[config.mk]
export PLATFORM = sky130hd
export DESIGN_NAME = byte_pattern_replace_unit
export DESIGN_NICKNAME = d
export VERILOG_FILES = /design/src/sv/brp_pkg.sv /design/src/sv/brp_front.sv /design/src/sv/brp_queue.sv /design/src/sv/brp_back.sv /design/src/sv/byte_pattern_replace_unit.sv
export SDC_FILE = /design/constraint.sdc
export NUM_CORES = 1
export LEC_CHECK = 0
export ABC_AREA = 1
export ABC_CLOCK_PERIOD_IN_PS = 14500
export BUFFER_PORTS_ARGS = -buffer_cell sky130_fd_sc_hd__buf_2
export CAP_MARGIN = 20
export CORE_MARGIN = 5
export CORE_UTILIZATION = 65
export CTS_BUF_LIST = sky130_fd_sc_hd__clkbuf_4
export DETAILED_ROUTE_END_ITERATION = 8
export PLACE_DENSITY = 0.84
export SLEW_MARGIN = 10
export SYNTH_ARGS = -nofsm -noshare
export SYNTH_HDL_FRONTEND = slang
export SYNTH_HIERARCHICAL = 1
export SYNTH_SLANG_ARGS = --single-unit
[constraint.sdc]
create_clock -name clk -period 14.5 [get_ports clk]
set_input_delay 0.725 -clock clk [delete_from_list [all_inputs] [get_ports clk]]
set_output_delay 0.725 -clock clk [all_outputs]
set_load 0.005 [all_outputs]
[src/sv/brp_pkg.sv]
// Shared types and constants for the byte pattern replace unit.
`timescale 1ns / 1ps

package brp_pkg;

    // Longest replacement, and so the most output bytes one input byte can cause
    localparam int MAX_RESULTS = 8;
    localparam int JOB_BYTES_W = 8 * MAX_RESULTS;
    localparam int JOB_CNT_W   = $clog2(MAX_RESULTS + 1);

    // Entries in the job queue between front and back
    localparam int QUEUE_DEPTH = 2;

    // Configuration register indexes
    localparam int CFG_IDX_W = 3;
    localparam logic [CFG_IDX_W-1:0] CFG_ENABLE      = 3'd0;
    localparam logic [CFG_IDX_W-1:0] CFG_PATTERN     = 3'd1;
    localparam logic [CFG_IDX_W-1:0] CFG_PATTERN_LEN = 3'd2;
    localparam logic [CFG_IDX_W-1:0] CFG_REPL        = 3'd3;
    localparam logic [CFG_IDX_W-1:0] CFG_REPL_LEN    = 3'd4;

    // Current configuration as seen by the front end
    typedef struct packed {
        logic        enable;
        logic [63:0] pattern;
        logic [3:0]  pattern_len;
        logic [63:0] repl;
        logic [3:0]  repl_len;
    } cfg_t;

    // One unit of output work: up to eight bytes, oldest in the low byte
    typedef struct packed {
        logic [JOB_BYTES_W-1:0] bytes;
        logic [JOB_CNT_W-1:0]   count;
        logic                   from_rep;
        logic                   last;
    } job_t;

endpackage

[src/sv/brp_front.sv]
// Front end: keeps the pending window, matches it and turns the bytes it releases into output jobs.
`timescale 1ns / 1ps

module brp_front #(
    parameter int MAX_PATTERN = 8
) (
    input  logic            clk,
    input  logic            rst_n,
    input  brp_pkg::cfg_t   cfg,
    input  logic            in_valid,
    output logic            in_ready,
    input  logic [7:0]      in_byte,
    input  logic            in_end,
    input  logic            queue_full,
    output logic            push,
    output brp_pkg::job_t   push_job
);

    localparam int FILL_W = $clog2(MAX_PATTERN + 1);

    logic [7:0]        window_reg [MAX_PATTERN];
    logic [7:0]        window_next [MAX_PATTERN];
    logic [7:0]        w_app [MAX_PATTERN];
    logic [FILL_W-1:0] fill_reg;
    logic [FILL_W-1:0] fill_next;
    logic [FILL_W-1:0] fill_app;
    logic [FILL_W-1:0] plen_eff;
    logic [3:0]        rlen_eff;
    logic [63:0]       win_bytes;
    logic              accept;
    logic              bypass;
    logic              at_len;
    logic              over_len;
    logic              match;
    logic              is_match;
    logic              flush_all;
    logic              drop;

    assign in_ready = !queue_full;
    assign accept   = in_valid && in_ready;
    assign fill_app = fill_reg + 1'b1;

    // Saturate lengths to what the hardware supports
    always_comb
    begin
        if (cfg.pattern_len > 4'(MAX_PATTERN))
            plen_eff = FILL_W'(MAX_PATTERN);
        else
            plen_eff = FILL_W'(cfg.pattern_len);
        if (cfg.repl_len == 4'd0)
            rlen_eff = 4'd1;
        else if (cfg.repl_len > 4'd8)
            rlen_eff = 4'd8;
        else
            rlen_eff = cfg.repl_len;
    end

    // Append the new byte and compare the whole window in parallel
    always_comb
    begin
        match     = 1'b1;
        win_bytes = '0;
        for (int i = 0; i < MAX_PATTERN; i++)
        begin
            w_app[i] = (FILL_W'(i) == fill_reg) ? in_byte : window_reg[i];
            if (FILL_W'(i) < plen_eff && w_app[i] != cfg.pattern[8*i +: 8])
                match = 1'b0;
            win_bytes[8*i +: 8] = w_app[i];
        end
    end

    assign bypass    = !cfg.enable || plen_eff == '0;
    assign at_len    = fill_app == plen_eff;
    assign over_len  = fill_app > plen_eff;
    assign is_match  = !bypass && at_len && match;
    assign flush_all = bypass || (in_end && !is_match);
    assign drop      = !flush_all && (over_len || (at_len && !match));

    always_comb
    begin
        push_job.bytes    = is_match ? cfg.repl : win_bytes;
        push_job.from_rep = is_match;
        push_job.last     = in_end;
        if (flush_all)
            push_job.count = brp_pkg::JOB_CNT_W'(fill_app);
        else if (is_match)
            push_job.count = brp_pkg::JOB_CNT_W'(rlen_eff);
        else if (drop)
            push_job.count = brp_pkg::JOB_CNT_W'(1);
        else
            push_job.count = '0;
    end

    assign push = accept && push_job.count != '0;

    // Next window: empty, shifted by one, or just appended
    always_comb
    begin
        for (int i = 0; i < MAX_PATTERN; i++)
            window_next[i] = w_app[i];
        if (flush_all || is_match)
        begin
            fill_next = '0;
        end
        else if (drop)
        begin
            fill_next = fill_app - 1'b1;
            for (int i = 0; i < MAX_PATTERN - 1; i++)
                window_next[i] = w_app[i+1];
        end
        else
        begin
            fill_next = fill_app;
        end
    end

    always_ff @(posedge clk or negedge rst_n)
    begin
        if (!rst_n)
            fill_reg <= '0;
        else if (accept)
            fill_reg <= fill_next;
    end

    always_ff @(posedge clk)
    begin
        if (accept)
            window_reg <= window_next;
    end

`ifndef NO_ASSERTIONS
    // The window never holds a full MAX_PATTERN bytes between items
    a_fill_bound: assert property (@(posedge clk) disable iff (!rst_n)
        fill_reg < FILL_W'(MAX_PATTERN))
        else $error("window fill reached its capacity");
`endif

endmodule

[src/sv/brp_queue.sv]
// Small job queue between the front end and the output stage.
`timescale 1ns / 1ps

module brp_queue (
    input  logic          clk,
    input  logic          rst_n,
    input  logic          push,
    input  brp_pkg::job_t push_job,
    output logic          full,
    input  logic          pop,
    output logic          empty,
    output brp_pkg::job_t head
);

    localparam int DEPTH = brp_pkg::QUEUE_DEPTH;
    localparam int PTR_W = (DEPTH > 1) ? $clog2(DEPTH) : 1;
    localparam int CNT_W = $clog2(DEPTH + 1);

    brp_pkg::job_t    mem_reg [DEPTH];
    logic [PTR_W-1:0] wr_ptr_reg;
    logic [PTR_W-1:0] rd_ptr_reg;
    logic [CNT_W-1:0] count_reg;

    assign full  = count_reg == CNT_W'(DEPTH);
    assign empty = count_reg == '0;
    assign head  = mem_reg[rd_ptr_reg];

    always_ff @(posedge clk or negedge rst_n)
    begin
        if (!rst_n)
        begin
            wr_ptr_reg <= '0;
            rd_ptr_reg <= '0;
            count_reg  <= '0;
        end
        else
        begin
            if (push)
                wr_ptr_reg <= (wr_ptr_reg == PTR_W'(DEPTH - 1)) ? '0 : wr_ptr_reg + 1'b1;
            if (pop)
                rd_ptr_reg <= (rd_ptr_reg == PTR_W'(DEPTH - 1)) ? '0 : rd_ptr_reg + 1'b1;
            if (push && !pop)
                count_reg <= count_reg + 1'b1;
            else if (pop && !push)
                count_reg <= count_reg - 1'b1;
        end
    end

    always_ff @(posedge clk)
    begin
        if (push)
            mem_reg[wr_ptr_reg] <= push_job;
    end

`ifndef NO_ASSERTIONS
    // Neither overrun nor underrun the queue
    a_no_overflow: assert property (@(posedge clk) disable iff (!rst_n)
        !(push && full) && !(pop && empty))
        else $error("job queue overrun or underrun");
`endif

endmodule

[src/sv/brp_back.sv]
// Output stage: holds one job and sends its bytes one transfer at a time.
`timescale 1ns / 1ps

module brp_back (
    input  logic          clk,
    input  logic          rst_n,
    input  logic          queue_empty,
    input  brp_pkg::job_t head,
    output logic          pop,
    output logic          out_valid,
    input  logic          out_ready,
    output logic [7:0]    out_byte,
    output logic          out_last,
    output logic          out_from_rep
);

    logic                            busy_reg;
    logic [brp_pkg::JOB_BYTES_W-1:0] bytes_reg;
    logic [brp_pkg::JOB_CNT_W-1:0]   remain_reg;
    logic                            from_rep_reg;
    logic                            last_reg;
    logic                            xfer;
    logic                            final_xfer;

    assign out_valid    = busy_reg;
    assign out_byte     = bytes_reg[7:0];
    assign out_last     = last_reg && remain_reg == brp_pkg::JOB_CNT_W'(1);
    assign out_from_rep = from_rep_reg;

    assign xfer       = busy_reg && out_ready;
    assign final_xfer = xfer && remain_reg == brp_pkg::JOB_CNT_W'(1);
    assign pop        = !queue_empty && (!busy_reg || final_xfer);

    always_ff @(posedge clk or negedge rst_n)
    begin
        if (!rst_n)
            busy_reg <= 1'b0;
        else if (pop)
            busy_reg <= 1'b1;
        else if (final_xfer)
            busy_reg <= 1'b0;
    end

    always_ff @(posedge clk)
    begin
        if (pop)
        begin
            bytes_reg    <= head.bytes;
            remain_reg   <= head.count;
            from_rep_reg <= head.from_rep;
            last_reg     <= head.last;
        end
        else if (xfer)
        begin
            bytes_reg  <= bytes_reg >> 8;
            remain_reg <= remain_reg - 1'b1;
        end
    end

`ifndef NO_ASSERTIONS
    // A job in progress is never cut short
    a_job_continues: assert property (@(posedge clk) disable iff (!rst_n)
        (xfer && remain_reg > brp_pkg::JOB_CNT_W'(1)) |=> out_valid)
        else $error("output job dropped before its last byte");
`endif

endmodule

[src/sv/byte_pattern_replace_unit.sv]
// Top level of the streaming byte find-and-replace unit.
`timescale 1ns / 1ps

// Streaming find-and-replace over byte chunks. Each input transfer carries one
// byte, with tlast on the chunk's final byte. Every leftmost, non-overlapping
// occurrence of the configured pattern (1 to MAX_PATTERN bytes) is replaced by
// the configured replacement (1 to 8 bytes); tuser on the output marks bytes
// that come from the replacement, and tlast marks the final output byte of a
// chunk. A pattern length of 0, or enable cleared, passes bytes through, first
// flushing anything still held. Rate: the front end takes one input byte per
// clock whenever its two-entry job queue has room, and the window compare is
// done in that same cycle. The output stage sends one byte per clock while
// the receiver is ready, so an input byte that yields k output bytes holds
// the output until all k are sent; bytes that yield nothing (still waiting
// in the window) add no output work. With one output byte per input byte
// the unit streams one byte per clock. An input byte reaches the output
// through the queue write and then the load into the output register.
// Configuration writes are always taken at once (cfg_ready is tied high)
// and must only be made while the unit is idle.
module byte_pattern_replace_unit #(
    parameter int MAX_PATTERN = 8
) (
    input  logic                          clk,
    input  logic                          rst_n,
    // Configuration write channel
    input  logic                          cfg_valid,
    output logic                          cfg_ready,
    input  logic [brp_pkg::CFG_IDX_W-1:0] cfg_index,
    input  logic [63:0]                   cfg_data,
    // Input byte stream
    input  logic                          s_tvalid,
    output logic                          s_tready,
    input  logic [7:0]                    s_tdata,   // [7:0] data_byte
    input  logic                          s_tlast,   // chunk_end
    // Output byte stream
    output logic                          m_tvalid,
    input  logic                          m_tready,
    output logic [7:0]                    m_tdata,   // [7:0] out_byte
    output logic                          m_tlast,   // out_last
    output logic [0:0]                    m_tuser    // [0] from_replacement
);

    brp_pkg::cfg_t cfg_reg;
    brp_pkg::job_t push_job;
    brp_pkg::job_t head;
    logic          cfg_write;
    logic          push;
    logic          pop;
    logic          queue_full;
    logic          queue_empty;
    logic          from_rep;

    // Configuration registers; always ready to take a write
    assign cfg_ready = 1'b1;
    assign cfg_write = cfg_valid && cfg_ready;

    always_ff @(posedge clk or negedge rst_n)
    begin
        if (!rst_n)
        begin
            cfg_reg.enable      <= 1'b1;
            cfg_reg.pattern     <= '0;
            cfg_reg.pattern_len <= '0;
            cfg_reg.repl        <= '0;
            cfg_reg.repl_len    <= 4'd1;
        end
        else if (cfg_write)
        begin
            case (cfg_index)
                brp_pkg::CFG_ENABLE:      cfg_reg.enable      <= cfg_data[0];
                brp_pkg::CFG_PATTERN:     cfg_reg.pattern     <= cfg_data;
                brp_pkg::CFG_PATTERN_LEN: cfg_reg.pattern_len <= cfg_data[3:0];
                brp_pkg::CFG_REPL:        cfg_reg.repl        <= cfg_data;
                brp_pkg::CFG_REPL_LEN:    cfg_reg.repl_len    <= cfg_data[3:0];
                default:                  ;  // drop writes to unknown indexes
            endcase
        end
    end

    // Front end: window, match, and job build
    brp_front #(
        .MAX_PATTERN (MAX_PATTERN)
    ) u_front (
        .clk        (clk),
        .rst_n      (rst_n),
        .cfg        (cfg_reg),
        .in_valid   (s_tvalid),
        .in_ready   (s_tready),
        .in_byte    (s_tdata),
        .in_end     (s_tlast),
        .queue_full (queue_full),
        .push       (push),
        .push_job   (push_job)
    );

    // Decouple the front end from output backpressure
    brp_queue u_queue (
        .clk      (clk),
        .rst_n    (rst_n),
        .push     (push),
        .push_job (push_job),
        .full     (queue_full),
        .pop      (pop),
        .empty    (queue_empty),
        .head     (head)
    );

    // Output stage: one byte per transfer
    brp_back u_back (
        .clk          (clk),
        .rst_n        (rst_n),
        .queue_empty  (queue_empty),
        .head         (head),
        .pop          (pop),
        .out_valid    (m_tvalid),
        .out_ready    (m_tready),
        .out_byte     (m_tdata),
        .out_last     (m_tlast),
        .out_from_rep (from_rep)
    );

    assign m_tuser = from_rep;

`ifndef NO_ASSERTIONS
    // A chunk end always leaves output work behind it
    a_end_has_output: assert property (@(posedge clk) disable iff (!rst_n)
        (s_tvalid && s_tready && s_tlast) |=> (m_tvalid || !queue_empty))
        else $error("chunk end produced no output work");
`endif

endmodule

==> Word level (Yosys, flattened, before mapping) <==
Memories as Yosys holds them, arrays and structs flattened.
Index checks and enable logic that the tools add are counted.
{ "totals": {"ramBits": 140, "in_bits": 81, "memories": 1, "regBits": 280, "out_inout_bits": 13, "elab_cells": 152} }
{ "memory_table": {"columns": ["memory", "depth", "word_bits", "read_ports", "rd_ports_with_merged_regs", "write_ports", "line_no", "rtl"], "rows": [
  ["u_queue.mem_reg", 2, 70, 1, 0, 1, "brp_queue.sv:19", "brp_pkg::job_t mem_reg [DEPTH];"]
]} }
{ "op_classes": {"eq_ne": 22, "magnitude_cmp": 11, "add_sub_neg": 7, "reduce_logical": 50, "muxes": 39} }
{ "ops": {"columns": ["operator", "n"], "rows": [
  ["$mux W64", 3],
  ["$mux W56", 2],
  ["$mux W8", 8],
  ["$ne A8 B8 Y1", 8],
  ["$mux W4", 9],
  ["$logic_and A1 B1 Y1", 21],
  ["$eq A3 B4 Y1 const A", 4],
  ["$lt A3 B4 Y1 const A", 4],
  ["$mux W1", 15],
  ["$logic_not A4 Y1", 3],
  ["$logic_not A1 Y1", 10],
  ["$reduce_and A2 Y1", 5],
  ["$eq A2 B4 Y1 const A", 2],
  ["$gt A4 B4 Y1 const B", 2],
  ["$lt A1 B4 Y1 const A", 2],
  ["$lt A2 B4 Y1 const A", 2],
  ["$sub A4 B1 Y4 const B", 2],
  ["$eq A3 B2 Y1 const B", 2],
  ["$reduce_bool A2 Y1", 3],
  ["$logic_or A1 B1 Y1", 5],
  ["$add A4 B1 Y4 const B", 1],
  ["$eq A1 B4 Y1 const A", 1],
  ["$eq A4 B1 Y1 const B", 1],
  ["$eq A4 B4 Y1", 1],
  ["11 further kinds", 13]
]} }

==> Depth between registers and ports, before layout <==
Gate-level depths: netlist of run 1.
{ "logic_depth": {"word_depth": 27, "mapped_depth": 31, "ltp_nobuf": 30} }

==> Cells and area by module <==
The synthesis of run 1 kept the hierarchy.
{ "by_module_without_submodules": {"columns": ["module", "n_inst", "seq_area_each_um2", "cells_each", "area_each_um2"], "rows": [
  ["brp_front", 1, 2021.9, 1090, 6587.6],
  ["brp_queue", 1, 4304.1, 243, 5609.1],
  ["byte_pattern_replace_unit", 1, 3430.8, 601, 5382.7],
  ["brp_back", 1, 2127.0, 315, 3273.1]
]} }

==> Worst setup path before layout of run 1 <==
Ideal clock, no wire load.
{ "synth_path": {"path_kind": "reg2reg", "start": "reg u_front.fill_reg[0]", "end": "mem u_queue/mem_reg[0][0] in the netlist's numbering (enable)", "synth_period_minus_slack_ns": 6.305, "arrival_time_ns": 5.805, "n_path_buf": 2, "setup_ns": 0.500, "required_time_ns": 14.000, "path_stages_with_launch": 26, "path_slack_ns": 8.195, "path_cell_list": "dfrtp_1 -> inv_1 -> ha_1 -> clkbuf_1 -> nand2_1 -> clkbuf_1 -> nand2_1 -> nand3_1 -> nand2_1 -> nor2_1 -> nand2_1 -> nor2_1 -> nand2_1 -> nor2_1 -> nand3_1 -> nand2_2 -> nand3_4 -> inv_2 -> nand2_1 -> nand2_1 -> inv_1 -> nand3_1 -> nand2_1 -> inv_1 -> inv_1 -> nor2_1"} }
{ "synth_rtl": {"columns": ["item", "line_no", "rtl"], "rows": [
  ["from (decl)", "brp_front.sv:24", "logic [FILL_W-1:0] fill_reg;"],
  ["from (signal assigned)", "brp_front.sv:122", "fill_reg <= fill_next;"],
  ["to (decl)", "brp_queue.sv:19", null]
]} }

==> results.md, run 1 <==
* Run status: complete, but fails checks
* Violated checks: DRC
* Max FFs per register at between 100 and 150
* Starting density of the core at between 60% and 70%
* Top flip-flop cell by instance count after synthesis: sky130_fd_sc_hd__edfxtp_1
* Main combinational cell family by area after synthesis: simple AND/OR/NAND/NOR gates
* Fraction of layout cells with a size suffix above 1 at about 16%
* Count of endpoints failing setup in the final report at 0
* Adder-cell share of the synthesized area at less than 1%
* Floorplan row count at 65
* Final critical path time including I/O delays and setup at just under 7 ns
* Worst slack on hold paths at between 0.1 and 0.15 ns
* Root buffer selected by CTS: sky130_fd_sc_hd__clkbuf_4
* Peak ir drop on the vdd network at 0.1050 mV
* Power Internal at 2632 µW
* Final Hold Viols at 0
* Combinational fraction of design power at 28.4%
* Chip Height at roughly 190 µm
* Net count, final at ~2400
* Total net switching power at about 1400 µW
* Share of the clock period used by the worst path after layout at around 47%
* Max-cap violations at 0
* Wire length of the first global-routing pass at around 85000 µm
* Post-synthesis net count at between 2000 and 2500
* Remaining routing DRC violations at 1
* Area Growth Syn to Fin at 7.812%
* Routed wire length at 53630 µm
* Kind of launch point of the worst setup path: flop
* Endpoint type of the worst setup path: flop
* Count of warnings emitted by yosys at 6
* Number of buffers added for setup after CTS at 0
* Most used standard cell by instance count after synthesis: sky130_fd_sc_hd__nand2_1
* Area share of and/or/nand/nor cells after synthesis at between 20% and 30%
* Antenna violations before repair at 2
* Critical path start-end classification: reg2reg
* Number of global-route vias before repair at ~16000
* Drt first pass iters at 8
* Part of the power in the clock network at about 25%
* Total I/O pin count at 94
* Highest clock frequency the design can meet at approximately 0.15 GHz
* Class of the worst hold path: in2reg
* Longest individual stage delay on the worst path at ~0.7 ns
* Post-detailed-route count of antenna-violating nets at 0
* Final critical-path setup slack at between 7 and 8 ns
* TritonCTS Buffers at around 100
* Top cells by count, synth: sky130_fd_sc_hd__nand2_1, sky130_fd_sc_hd__edfxtp_1, sky130_fd_sc_hd__nand3_1, sky130_fd_sc_hd__inv_1, sky130_fd_sc_hd__dfrtp_1
* Final weighted congestion in routability-driven placement at 0.9159
* IO buf count at 92
* TNS Setup at 0 ns
* Core region area at approximately 32000 µm²
* Vias after detailed routing at around 16000
* Clock net sink count at 420
* Gr usage total at a little under a third
* Slowest stage cell on the critical path: sky130_fd_sc_hd__nor2_4
* Leakage power at roughly 0.011 µW
* Slew headroom at approximately 34%
* Post-synthesis area per instance at between 9 and 10 µm²
* Worst setup slack after placement at 7.806 ns
* Pin slew with the least headroom to its limit at around 0.99 ns
* Post-synthesis instance total at about 2200
* Arrival time of data at the critical path endpoint at between 7 and 8 ns
* Pin count of the biggest net entering global routing at just over 90
* Fraction of synthesized area in multiplexers at 5.022%
* WL/cell at around 19 µm
* Post-synthesis sequential element count at 420
* Fraction of the mapped netlist area in compound gates at between 3 and 4%
* Cell area power density at between 150 and 200 nW/µm²
* Die Span X at ~190 µm
* Clock edge transition at the registers on the reported setup and hold paths at roughly 0.07 ns
* Top cell type's share of synthesized area at 39.46%
* Number of buffer and inverter stages on the critical path at 8
* Relative contribution of sequential cells to total power at 46.3%
* GRT Residual Overflow at 0
* Library cell with the largest summed area after synthesis: sky130_fd_sc_hd__edfxtp_1
* Most prevalent standard cell on the critical path: sky130_fd_sc_hd__nand2_1
* Number of vias per cell at 5.701
* Required time at the worst-slack endpoint at between 10 and 15 ns
* Clock tree skew after final layout at 0.06092 ns
* Clock tree from TritonCTS: built
* Insertion delay of the later-clocked pin in the worst-skew pair at ~0.81 ns
* Detailed-placement wirelength estimate at 35490 µm
* Htree depth at 3
* Post-synth EDFFs at ~270
* CTS Buffer Depth at 3
* Portion of the post-synthesis area used by sequential elements at between 50% and 60%
* Final Slew Violations at 0
* Post-synthesis xor/xnor area fraction at less than 1%
* Number of fill cells at 2356
* Area enclosed by the die boundary at 35760 µm²
* Unrepaired setup endpoints after global routing: false
* Crit path max-delay family: simple AND/OR/NAND/NOR gates
* Iteration-0 DRC Markers at approximately 2100
* Fraction of registers with async set/reset at 34.76%
* Synthesized cell area at ~21000 µm²
* Worst-path maximum fanout at 90
* Yosys cell types at 38
* Ranking of synthesized cells by area: sky130_fd_sc_hd__edfxtp_1, sky130_fd_sc_hd__dfrtp_1, sky130_fd_sc_hd__nand2_1
* Share of total power consumed by net switching at between 30% and 40%
==> power groups by stage <==
stage | clock network (µW) | registers (µW) | logic (µW)
after floorplan | 0 | 1810 | 904
after global placement | 0 | 1860 | 1080
after detailed placement | 0 | 1880 | 1120
after CTS | 1030 | 1860 | 1120
after global routing | 1110 | 1890 | 1260
final | 1010 | 1860 | 1140
==> what timing repair did <==
action,4_1_cts,5_1_grt
gates resized for setup,0,0
hold endpoints to repair,55,0
hold buffers,1,0
==> kinds of logic after synthesis <==
group / Yosys count
compound gates: 135
buf+inv: 293
other cells: 1
simple gates: 1304
flops: 420
mux: 70
fa+ha+maj: 11
xor+xnor: 15
==> layout by cell type, fill, tap and decap left out, drive strengths merged, types with 5 or more instances in the layout <==
cell type	synthesis	routed
a21oi	5	5
a31oi	16	16
buf	98	107
clkbuf	23	159
clkinv	0	32
dfrtp	144	144
edfxtp	274	274
ha	11	11
inv	172	175
mux2	70	70
nand2	937	937
nand3	262	262
nand3b	17	17
nand4	6	6
nor2	80	80
o21ai	112	112
xnor2	10	10
xor2	5	5
==> per-stage QoR <==
stage / utilization [%] / cell area [µm²] / power, µW / instances
finish: 71.06 / 22480 / 4020 / 2835
global route: 71.06 / 22480 / 4253 / 2835
CTS: 71.05 / 22480 / 4019 / 2834
detailed placement: 66.63 / 21080 / 2994 / 2637
global placement: 66.63 / 21080 / 2939 / 2637
floorplan: - / 20850 / 2716 / 2249
==> per-layer routing <==
layer  track usage [%]  vias up  wire length (µm)
met4             8.969        0              1149
met5                 0        -                 0
met2             47.90      823             25130
li1                  -     7606                 -
met3             6.619       95              5291
met1             42.72     7637             22050
==> path summary, 6_finish.rpt <==
check,start,endpoint,slack [ns],depth (start not counted)
worst max register to register,u_front/fill_reg[0],u_queue/mem_reg[0][52],7.71,28
max in group asynchronous,rst_n,u_queue/rd_ptr_reg,12.55,3
worst min register to register,cfg_reg[0],cfg_reg[0],0.46,2
worst min-delay path,cfg_data[40],cfg_reg[44],0.14,3
worst max-delay path,u_front/fill_reg[0],u_queue/mem_reg[0][52],7.71,28
min in group asynchronous,rst_n,cfg_reg[53],0.52,2
==> final cells by class <==
cell class                 count  area, µm²  share of cell area [%]
sequential                   420      11890                   52.88
multi-input combinational   1536       7460                   33.18
clock buffer                 159       1194                   5.309
inverter                     172      650.6                   2.894
timing repair buffer         108      589.3                   2.621
tap                          402      503.0                   2.237
clock inverter                37      195.2                  0.8682
antenna                        1      2.502                 0.01113
==> worst reg2reg max path: cells and delay by family (launching register included) <==
family | cells | cell delay (ns)
buffers and inverters | 8 | 2.23
AND/OR/NAND/NOR | 19 | 3.08
adder cells (fa/ha/maj) | 1 | 0.57
flip-flops | 1 | 0.50
Note: power is estimated with default switching activity, not from simulation.
==> run 2, diff against run 1 <==
ABC_CLOCK_PERIOD_IN_PS = 6700   (was 14500)
CORE_UTILIZATION = 64   (was 65)
PLACE_DENSITY = 0.82   (was 0.84)
clock period = 6.7 ns   (was 14.5 ns; I/O delays follow)
==> run 2 against run 1 <==
Effect of this change:
- the run now ends clean
- cell count grew 3.9%
- via count grew 4.3%
- sequential share of layout area shrank 1.7 points
- combinational power grew 120%
- power grew 120%
- clock skew grew 0.012 ns
- fmax grew 18%
- setup slack lost 6.7 ns
==> results.md, run 2 (same netlist as run 1, synthesis figures left out) <==
* Run status: finished, final reports clean (was complete, but fails checks)
* Number of hold-repair buffers added at the cts stage at 70 (was 1)
* Routed wire length at 55750 µm (was 53630 µm)
* Area Growth Syn to Fin at 11.37% (was 7.812%)
* Root buffer selected by CTS: sky130_fd_sc_hd__clkbuf_4 (unchanged)
* Post-detailed-route count of antenna-violating nets at 0 (unchanged)
* Cell area power density at 374.8 nW/µm² (was 178.8 nW/µm²)
* Post-cts gate resize count at 0 (unchanged)
* GRT Residual Overflow at 0 (unchanged)
* Unrepaired setup endpoints after global routing: false (unchanged)
* Leakage power at 0.01100 µW (was 0.01073 µW)
* Required time at the worst-slack endpoint at 7.14 ns (was 14.90 ns)
* Number of standard cells in the layout, taps in and fillers out at 2946 (was 2835)
* Most common cell after layout, fill and taps aside: sky130_fd_sc_hd__nand2_1 (unchanged)
* Detailed-placement wirelength estimate at 36090 µm (was 35490 µm)
* Number of buffers added for setup after CTS at 0 (unchanged)
* Wire length of the first global-routing pass at 87250 µm (was 84700 µm)
* Gr usage total at 30.72% (was 30.26%)
* Number of cells after detailed placement at 2678 (was 2637)
* Final standard cell utilization of the core at 71.74% (was 71.06%)
* Max FFs per register at 140 (unchanged)
* Max-cap violations at 0 (unchanged)
* Core region area at 32370 µm² (was 31640 µm²)
* Final weighted congestion in routability-driven placement at 0.9545 (was 0.9159)
* Final critical path time including I/O delays and setup at 5.740 ns (was 6.793 ns)
* Count of endpoints failing setup in the final report at 0 (unchanged)
* Endpoint type of the worst setup path: flop (unchanged)
* CTS Buffer Depth at 3 (unchanged)
* Pin count of the biggest net entering global routing at 90 (was 91)
* WL/cell at 18.92 µm (about the same)
* Remaining routing DRC violations at 0 (was 1)
* Commonest cells after routing, fill and taps aside: sky130_fd_sc_hd__nand2_1, sky130_fd_sc_hd__edfxtp_1, sky130_fd_sc_hd__nand3_1 (unchanged)
* Net count, final at 2504 (was 2434)
* Area enclosed by the die boundary at 36290 µm² (was 35760 µm²)
* Vias after detailed routing at 16850 (was 16160)
* Class of the worst hold path: in2reg (unchanged)
* Clock net sink count at 420 (unchanged)
* Chip Height at 190.5 µm (was 189.1 µm)
* Htree depth at 3 (unchanged)
* Final Slew Violations at 0 (unchanged)
* Iteration-0 DRC Markers at 2229 (was 2113)
* Arrival time of data at the critical path endpoint at 6.18 ns (was 7.19 ns)
* Die Span X at 190.5 µm (was 189.1 µm)
* Total I/O pin count at 94 (unchanged)
* Worst-path maximum fanout at 47 (was 90)
* Slew headroom at 27.62% (was 33.96%)
* Antenna violations before repair at 4 (was 2)
* Number of fill cells at 2426 (was 2356)
* Fraction of layout cells with a size suffix above 1 at 14.92% (was 15.83%)
* IO buf count at 92 (unchanged)
* Drt first pass iters at 6 (was 8)
* Pin slew with the least headroom to its limit at 1.083 ns (was 0.9906 ns)
* TNS Setup at 0 ns (unchanged)
* Clock tree skew after final layout at 0.07294 ns (was 0.06092 ns)
* Number of vias per cell at 5.719 (was 5.701)
* Share of the clock period used by the worst path after layout at 85.66% (was 46.85%)
* Kind of launch point of the worst setup path: flop (unchanged)
* Critical path start-end classification: reg2reg (unchanged)
* Peak ir drop on the vdd network at 0.2271 mV (was 0.1050 mV)
* Clock edge transition at the registers on the reported setup and hold paths at 0.07 ns (about the same)
* Starting density of the core at 64.42% (was 65.91%)
* Final Hold Viols at 0 (unchanged)
* Number of global-route vias before repair at 16420 (was 15590)
* Insertion delay of the later-clocked pin in the worst-skew pair at 0.81 ns (about the same)
* Highest clock frequency the design can meet at 0.1742 GHz (was 0.1472 GHz)
* Clock tree from TritonCTS: built (unchanged)
* TritonCTS Buffers at 103 (was 104)
* Floorplan row count at 66 (was 65)
-- run 2: routing by layer --
layer	track usage [%]	part of all wire, %	vias to the layer above
li1	-	-	7745
met1	42.76	40	7967
met2	48.30	46	983
met3	6.847	11	152
met4	10.94	3.1	2
met5	0	0.023	-
-- run 2: path summary, 6_finish.rpt --
| check | start | end | slack [ns] | cells after the start |
|---|---|---|---|---|
| worst max-delay path | u_front/fill_reg[0] | u_queue/mem_reg[0][50] | 0.96 | 27 |
| worst min-delay path | s_tvalid | u_front/fill_reg[2] | 0.11 | 4 |
| worst max register to register | u_front/fill_reg[0] | u_queue/mem_reg[0][50] | 0.96 | 27 |
| worst min register to register | cfg_reg[136] | cfg_reg[136] | 0.46 | 2 |
| max in group asynchronous | rst_n | cfg_reg[136] | 5.22 | 4 |
| min in group asynchronous | rst_n | cfg_reg[54] | 0.16 | 2 |
-- run 2: stage by stage --
| step | setup WS, ns | area, µm² | hold slack (ns) | power, µW |
|---|---|---|---|---|
| after floorplan | 0.3951 | 20850 | 0.03941 | 5877 |
| after global routing | 0.5056 | 23220 | 0.07187 | 9175 |
| final | 0.9604 | 23220 | 0.1079 | 8705 |
| after global placement | 1.330 | 21160 | 0.3953 | 6371 |
| after CTS | 1.107 | 23190 | 0.04187 | 8676 |
| after detailed placement | 1.123 | 21160 | 0.4097 | 6502 |
-- run 2: worst max-delay path, cell delays in order, from the launching register on --
cell	delay, ns
sky130_fd_sc_hd__dfrtp_1	0.50
sky130_fd_sc_hd__inv_1	0.17
sky130_fd_sc_hd__ha_1	0.57
sky130_fd_sc_hd__nand3_1	0.51
sky130_fd_sc_hd__inv_1	0.37
sky130_fd_sc_hd__nand2_1	0.14
sky130_fd_sc_hd__nand2_1	0.12
sky130_fd_sc_hd__nand2_1	0.06
sky130_fd_sc_hd__nand2_1	0.05
sky130_fd_sc_hd__nand2_1	0.05
sky130_fd_sc_hd__nor2_1	0.10
sky130_fd_sc_hd__nand2_1	0.08
sky130_fd_sc_hd__nand2_1	0.07
sky130_fd_sc_hd__nand2_1	0.05
sky130_fd_sc_hd__inv_1	0.07
sky130_fd_sc_hd__nand3_1	0.09
sky130_fd_sc_hd__nand2_2	0.13
sky130_fd_sc_hd__nand3_4	0.44
sky130_fd_sc_hd__inv_2	0.23
sky130_fd_sc_hd__nand2_1	0.08
sky130_fd_sc_hd__nand2_1	0.12
sky130_fd_sc_hd__nor2_1	0.05
sky130_fd_sc_hd__nand3_1	0.10
sky130_fd_sc_hd__nand2_1	0.07
sky130_fd_sc_hd__inv_1	0.12
sky130_fd_sc_hd__inv_1	0.09
sky130_fd_sc_hd__nor2_4	0.59
sky130_fd_sc_hd__buf_12	0.35
-- run 2: report_power, final --
part	total, µW	internal [µW]	switching [µW]
Combinational	2540	933	1600
Clock	2140	1060	1080
Sequential	4030	3670	361
-- run 2: layout make-up --
cell class,count,area [µm²],area share (%)
timing repair buffer,179,1333,5.738
sequential,420,11890,51.19
clock buffer,140,1051,4.526
multi-input combinational,1536,7460,32.12
antenna,4,10.01,0.04310
tap,442,553.0,2.381
inverter,172,650.6,2.802
clock inverter,53,279.0,1.201
